--- config.mk ---
export PLATFORM = sky130hd
export DESIGN_NAME = tsb_ctrl
export DESIGN_NICKNAME = d
export VERILOG_FILES = /design/src/hw/rtl/tsb_pkg.sv /design/src/hw/rtl/tsb_ctrl.sv
export SDC_FILE = /design/constraint.sdc
export NUM_CORES = 1
export LEC_CHECK = 0
export ABC_AREA = 1
export BUFFER_PORTS_ARGS = -buffer_cell sky130_fd_sc_hd__buf_2
export CAP_MARGIN = 20
export CORE_AREA = 2 2 39 41
export DETAILED_ROUTE_END_ITERATION = 7
export DIE_AREA = 0 0 41 43
export GPL_TIMING_DRIVEN = 0
export PLACE_DENSITY = 0.73
export SLEW_MARGIN = 20
export SYNTH_ARGS = -nofsm -noshare
export SYNTH_HDL_FRONTEND = slang
export SYNTH_SLANG_ARGS = --single-unit
--- constraint.sdc ---
create_clock -name i_clk -period 3.3 [get_ports i_clk]
set_clock_uncertainty 0.2 [all_clocks]
set_input_delay 0.495 -clock i_clk [delete_from_list [all_inputs] [get_ports i_clk]]
set_output_delay 0.495 -clock i_clk [all_outputs]
set_load 0.05 [all_outputs]
--- src/hw/rtl/tsb_pkg.sv ---
// ----------------------------------------------------------------------------
// tsb_pkg: shared definitions for the two-bit sprite blitter
// Command opcodes, pixel codes and the controller/datapath
// command and status structs.
// ----------------------------------------------------------------------------
package tsb_pkg;

    // Command opcodes
    localparam logic [1:0] OP_BEGIN = 2'd0;
    localparam logic [1:0] OP_DATA  = 2'd1;
    localparam logic [1:0] OP_CLEAR = 2'd2;
    localparam logic [1:0] OP_READ  = 2'd3;

    // Two-bit sprite pixel codes
    localparam logic [1:0] PIX_BLACK = 2'd0;
    localparam logic [1:0] PIX_GRAY  = 2'd1;
    localparam logic [1:0] PIX_WHITE = 2'd2;
    localparam logic [1:0] PIX_CLEAR = 2'd3;

    // Framebuffer address source
    typedef enum logic [1:0] {
        MS_FILL,
        MS_BYTE0,
        MS_BYTE1,
        MS_READ
    } t_mem_sel;

    // Controller to datapath
    typedef struct packed {
        logic     capture;
        logic     begin_eval;
        logic     set_reject;
        logic     data_calc;
        logic     addr_calc;
        logic     mem_rd;
        logic     mem_wr;
        t_mem_sel mem_sel;
        logic     fill_ones;
        logic     read_take;
        logic     out_load;
    } t_cmd;

    // Datapath to controller
    typedef struct packed {
        logic data_ok;
        logic byte0_ok;
        logic byte1_ok;
        logic read_ok;
        logic fill_last;
    } t_stat;

endpackage

--- src/hw/rtl/tsb_ctrl.sv ---
// ----------------------------------------------------------------------------
// tsb_ctrl: blitter controller
// Sequences each command through the datapath and owns the input ready
// and output valid handshake signals.
// ----------------------------------------------------------------------------
module tsb_ctrl import tsb_pkg::*; (
    input  logic       i_clk,
    input  logic       i_rst_n,
    input  logic       i_in_valid,
    input  logic [1:0] i_opcode,
    output logic       o_in_ready,
    output logic       o_out_valid,
    input  logic       i_out_ready,
    input  t_stat      i_stat,
    output t_cmd       o_cmd
);

    typedef enum logic [3:0] {
        S_INIT,
        S_IDLE,
        S_BEGIN,
        S_REJECT,
        S_CALC,
        S_ADDR,
        S_RD0,
        S_WR0,
        S_RD1,
        S_WR1,
        S_FILL,
        S_RDQ,
        S_RDT,
        S_DONE
    } t_state;

    t_state r_state;
    t_state n_state;
    logic   r_out_valid;
    logic   n_out_valid;

    // Next state and commands
    always_comb begin
        n_state       = r_state;
        o_cmd         = '0;
        o_cmd.mem_sel = MS_FILL;
        o_in_ready    = 1'b0;
        case (r_state)
            S_INIT: begin
                o_cmd.mem_wr = 1'b1;
                if (i_stat.fill_last) begin
                    n_state = S_IDLE;
                end
            end
            S_IDLE: begin
                o_in_ready = 1'b1;
                if (i_in_valid) begin
                    o_cmd.capture = 1'b1;
                    case (i_opcode)
                        OP_BEGIN: n_state = S_BEGIN;
                        OP_DATA:  n_state = i_stat.data_ok ? S_CALC : S_REJECT;
                        OP_CLEAR: n_state = S_FILL;
                        OP_READ:  n_state = S_RDQ;
                        default:  n_state = S_DONE;
                    endcase
                end
            end
            S_BEGIN: begin
                o_cmd.begin_eval = 1'b1;
                n_state          = S_DONE;
            end
            S_REJECT: begin
                o_cmd.set_reject = 1'b1;
                n_state          = S_DONE;
            end
            S_CALC: begin
                o_cmd.data_calc = 1'b1;
                n_state         = S_ADDR;
            end
            S_ADDR: begin
                o_cmd.addr_calc = 1'b1;
                n_state         = S_RD0;
            end
            // first target byte: read then merge
            S_RD0: begin
                o_cmd.mem_sel = MS_BYTE0;
                o_cmd.mem_rd  = i_stat.byte0_ok;
                if (i_stat.byte0_ok) begin
                    n_state = S_WR0;
                end else if (i_stat.byte1_ok) begin
                    n_state = S_RD1;
                end else begin
                    n_state = S_DONE;
                end
            end
            S_WR0: begin
                o_cmd.mem_sel = MS_BYTE0;
                o_cmd.mem_wr  = 1'b1;
                n_state       = i_stat.byte1_ok ? S_RD1 : S_DONE;
            end
            // second target byte, one band lower
            S_RD1: begin
                o_cmd.mem_sel = MS_BYTE1;
                o_cmd.mem_rd  = 1'b1;
                n_state       = S_WR1;
            end
            S_WR1: begin
                o_cmd.mem_sel = MS_BYTE1;
                o_cmd.mem_wr  = 1'b1;
                n_state       = S_DONE;
            end
            S_FILL: begin
                o_cmd.mem_wr    = 1'b1;
                o_cmd.fill_ones = 1'b1;
                if (i_stat.fill_last) begin
                    n_state = S_DONE;
                end
            end
            S_RDQ: begin
                o_cmd.mem_sel = MS_READ;
                o_cmd.mem_rd  = i_stat.read_ok;
                n_state       = S_RDT;
            end
            S_RDT: begin
                o_cmd.read_take = i_stat.read_ok;
                n_state         = S_DONE;
            end
            S_DONE: begin
                if (!r_out_valid || i_out_ready) begin
                    o_cmd.out_load = 1'b1;
                    n_state        = S_IDLE;
                end
            end
            default: n_state = S_IDLE;
        endcase
    end

    assign n_out_valid = o_cmd.out_load || (r_out_valid && !i_out_ready);

    // State and output valid
    always_ff @(posedge i_clk) begin
        if (!i_rst_n) begin
            r_state     <= S_INIT;
            r_out_valid <= 1'b0;
        end else begin
            r_state     <= n_state;
            r_out_valid <= n_out_valid;
        end
    end

    assign o_out_valid = r_out_valid;

endmodule

== Word-level counts from Yosys, hierarchy flattened ==
Index checks and enable logic that the tools add are counted.
Operators by class
  reductions and logical operators: 12
  mux-type cells: 23
  equal/unequal tests: 20
Operator list (count)
  $pmux W4 S11: 1
  $eq A4 B4 Y1 const B: 6
  $mux W4: 5
  $eq A4 B3 Y1 const B: 4
  $pmux W4 S4: 1
  $mux W1: 12
  $eq A4 B2 Y1 const B: 2
  $ne A2 B2 Y1 const B: 4
  $reduce_or A4 Y1: 2
  $mux W3: 2
  $pmux W2 S3: 1
  $eq A2 B2 Y1 const B: 2
  $eq A4 B1 Y1 const B: 1
  $logic_not A4 Y1: 1
  $reduce_and A4 Y1: 1
  $reduce_or A2 Y1: 2
  $pmux W1 S3: 1
  $eq A2 B1 Y1 const B: 1
  $logic_not A1 Y1: 2
  $logic_not A2 Y1: 1
  $logic_or A1 B1 Y1: 2
  $logic_and A1 B1 Y1: 1
Word-level totals
  register bits after elaboration: 5
  bits of input ports: 11
  output and inout bits: 14
  logic and storage cells: 57

== Logic depth before layout (Yosys ltp) ==
  depth after elaboration: 5
  mapped depth: 11
  gate-level depth less buffers: 11

== Worst setup path after synthesis ==
No wires, ideal clock.
  path type: register to output
  from: register r_state[3]
  to: output o_cmd[3] (netlist name)
  slack: 0.953 ns
  data arrival time: 1.652 ns
  buffers on the path: 0
  required time: 2.605 ns
  cell stages (with the launch flop): 4
  cell sequence: dfxtp_1 inv_1 nand2_1 o21ai_0
RTL lines
  from (decl): line tsb_ctrl.sv:35  | t_state r_state;
  from (signal assigned): line tsb_ctrl.sv:144  | r_state <= n_state;
  to (decl): line tsb_ctrl.sv:15  | output t_cmd o_cmd

==> impl_metrics.env <==
export IMPL_drive_above_1_share_pct=31.9
export IMPL_drt_iter0_markers=6
export IMPL_root_buffer="clkbuf_4"
export IMPL_fillers=144
export IMPL_yosys_register_bits=5
export IMPL_cts_resized=0
export IMPL_postSynthAreaPerCell_um2=5.34
export IMPL_crit_fanout=7
export IMPL_grt_max_degree=8
export IMPL_cts_setup_buffers=0
export IMPL_seqCellArea_um2=100
export IMPL_p_per_area_nw_per_um2=922
export IMPL_timing_hold_violations_final=0
export IMPL_fin_setup_tns_ns=0
export IMPL_worstMarginPinSlew_ns=0.284
export IMPL_seq_power_share_pct=15.6
export IMPL_p_leak_nw=0.473
export IMPL_ys_types=20
export IMPL_htreeDepth=1
export IMPL_yosysTopAreaCell="nand2_1"
export IMPL_critPathLaunchType="flip-flop"
export IMPL_diodes=0
export IMPL_wl_met1_um=658
export IMPL_nets=147
export IMPL_ir_worst_vdd_mv=0.413
export IMPL_switching_power_mw=0.418
export IMPL_p_int_mw=0.263
export IMPL_gp_congestion=0.835
export IMPL_wl_per_cell_um=9.35
export IMPL_syn_inst=107
export IMPL_hold_buffers=0
export IMPL_io_buffers=24
export IMPL_min_period_over_period_pct=66.2
export IMPL_syn_cell_area_um2=572
export IMPL_drc=0
export IMPL_setup_viol=0
export IMPL_async_flop_share_pct=0
export IMPL_worstSetupEndpointType="primary output"
export IMPL_rows=14
export IMPL_yosysWarningCount=0
export IMPL_grt_total_usage_pct=19.1
export IMPL_synth_most_common_cell="nand2_1"
export IMPL_reg2reg_from="r_state[1]"
export IMPL_min_from="o_out_valid"
export IMPL_clk_path_buf_depth=2
export IMPL_place_hpwl_um=1200
export IMPL_routed_top_layer="met4"
export IMPL_top_level_ports=25
export IMPL_route_met2_wl_um=640
export IMPL_area_growth_pct=29.1
export IMPL_fp_dieH_um=43
export IMPL_critPathRequiredTime_ns=2.60
export IMPL_ant_nets=0
export IMPL_cts_tree="done"
export IMPL_maxSlewHeadroom_pct=81.0
export IMPL_clkTransAtPathRegs_ns=0.04
export IMPL_antenna_found_initial=0
export IMPL_synth_edf_count=0
export IMPL_synth_top_area_share_pct=19.7
export IMPL_crit_start="r_state[1]"
export IMPL_synth_flop_cell="dfxtp_1"
export IMPL_routed_wl_um=1410
export IMPL_combPwrFrac_pct=73.8
export IMPL_start_util_pct=41.3
export IMPL_grt_pass1_wl_um=2300
export IMPL_num_vias=712
export IMPL_synth_seq_area_share_pct=17.5
export IMPL_critPathArrivalTime_ns=1.49
export IMPL_rsz0062_at_grt="no"
export IMPL_fin_crit_ns=2.18
export IMPL_design_area_um2=738
export IMPL_drt_vias_per_instance=4.72
export IMPL_first_pass_iters=4
export IMPL_multi_input_area_um2=382
export IMPL_critical_path_class="flip-flop to primary output"
export IMPL_placed_area_um2=712
export IMPL_swShare_pct=61.4
export IMPL_insertion_delay_ns=0.25
export IMPL_dieWidth_um=41
export IMPL_grt_pass1_vias=606
export IMPL_route_met3_wl_um=86
export IMPL_syn_num_nets=118
export IMPL_synthTopCellsByCount="30 x nand2_1, 22 x inv_1, 18 x nor2_1"
export IMPL_grt_overflow=0
export IMPL_final_max_slew_viol_count=0
export IMPL_dieArea_um2=1760
export IMPL_fmax_mhz=458
export IMPL_cts_buffers=3
export IMPL_pwr_share_clk_pct=10.6
export IMPL_synthTopCellsByArea="nand2_1 20%, dfxtp_1 18%, inv_1 14%"
export IMPL_core_um2=1380
export IMPL_cap_violations=0
export IMPL_outcome="finished clean"
export IMPL_min_path_type="flip-flop to flip-flop"
export IMPL_cts_sinks=5
-- routing by layer --
| layer | vias up | track usage (%) |
|---|---|---|
| li1 | 381 | - |
| met1 | 303 | 23.2 |
| met2 | 23 | 30.0 |
| met3 | 5 | 5.24 |
| met4 | 0 | 8.00 |
| met5 | - | 0 |
-- worst paths after layout --
path	to	slack [ns]	depth (start not counted)
hold reg to reg	o_out_valid	0.30	2
hold / removal	o_out_valid	0.30	2
setup / recovery	o_cmd[6]	1.12	5
setup reg to reg	r_state[3]	1.72	9
-- logic make-up after synthesis --
family | after synthesis | share of synthesized area, %
AOI/OAI and AO/OA | 11 | 13.6
DFF | 5 | 17.5
and+or+nand+nor | 67 | 53.2
buffers and inverters | 24 | 15.8
-- cell type report --
| type | count | share of cell area (%) |
|---|---|---|
| clock buffers | 4 | 3.56 |
| well taps | 16 | 2.71 |
| flip-flops and latches | 5 | 13.6 |
| repair buffers | 24 | 16.3 |
| multi-input cells | 78 | 51.7 |
| inverters | 24 | 12.2 |
-- through the flow --
stage / power (mW) / setup WS (ns) / util (%) / cells / hold slack [ns]
after floorplan: 0.510 / 0.953 / - / 107 / 0.304
after global placement: 0.606 / 1.39 / 51.4 / 147 / 0.280
after detailed placement: 0.609 / 1.38 / 51.4 / 147 / 0.290
after CTS: 0.684 / 1.12 / 53.3 / 151 / 0.297
after global routing: 0.739 / 0.984 / 53.3 / 151 / 0.356
final: 0.681 / 1.12 / 53.3 / 151 / 0.295
-- power by group through the flow --
stage          combinational (mW)  sequential (mW)  clock [mW]
3_5_place_dp                0.503            0.106           0
4_1_cts                     0.506            0.105      0.0734
3_3_place_gp                0.501            0.105           0
5_1_grt                     0.552            0.109      0.0781
2_1_floorplan               0.408            0.102           0
6_report                    0.503            0.106      0.0722
-- critical path, stage by stage (launching register included) --
cell,delay [ns]
dfxtp_1,0.46
nand2_1,0.12
inv_1,0.12
nand2_1,0.11
o211ai_1,0.16
buf_2,0.28
-- registers in the layout, summed over array words and instances, names as in the netlist --
signal	cells
r_state	4
o_out_valid	1
-- cell usage in the layout (no fill, tap or decap), types with 2 or more instances in the layout --
| cell type | count |
|---|---|
| buf_2 | 24 |
| inv_2 | 2 |
| nand2_1 | 30 |
| nor2_4 | 2 |
| nand2_2 | 6 |
| o21ai_0 | 2 |
| inv_1 | 22 |
| dfxtp_1 | 5 |
| nor2_1 | 18 |
| clkbuf_4 | 3 |
| nand3_1 | 7 |
| a21oi_1 | 3 |
Note: power is estimated with default switching activity, not from simulation.
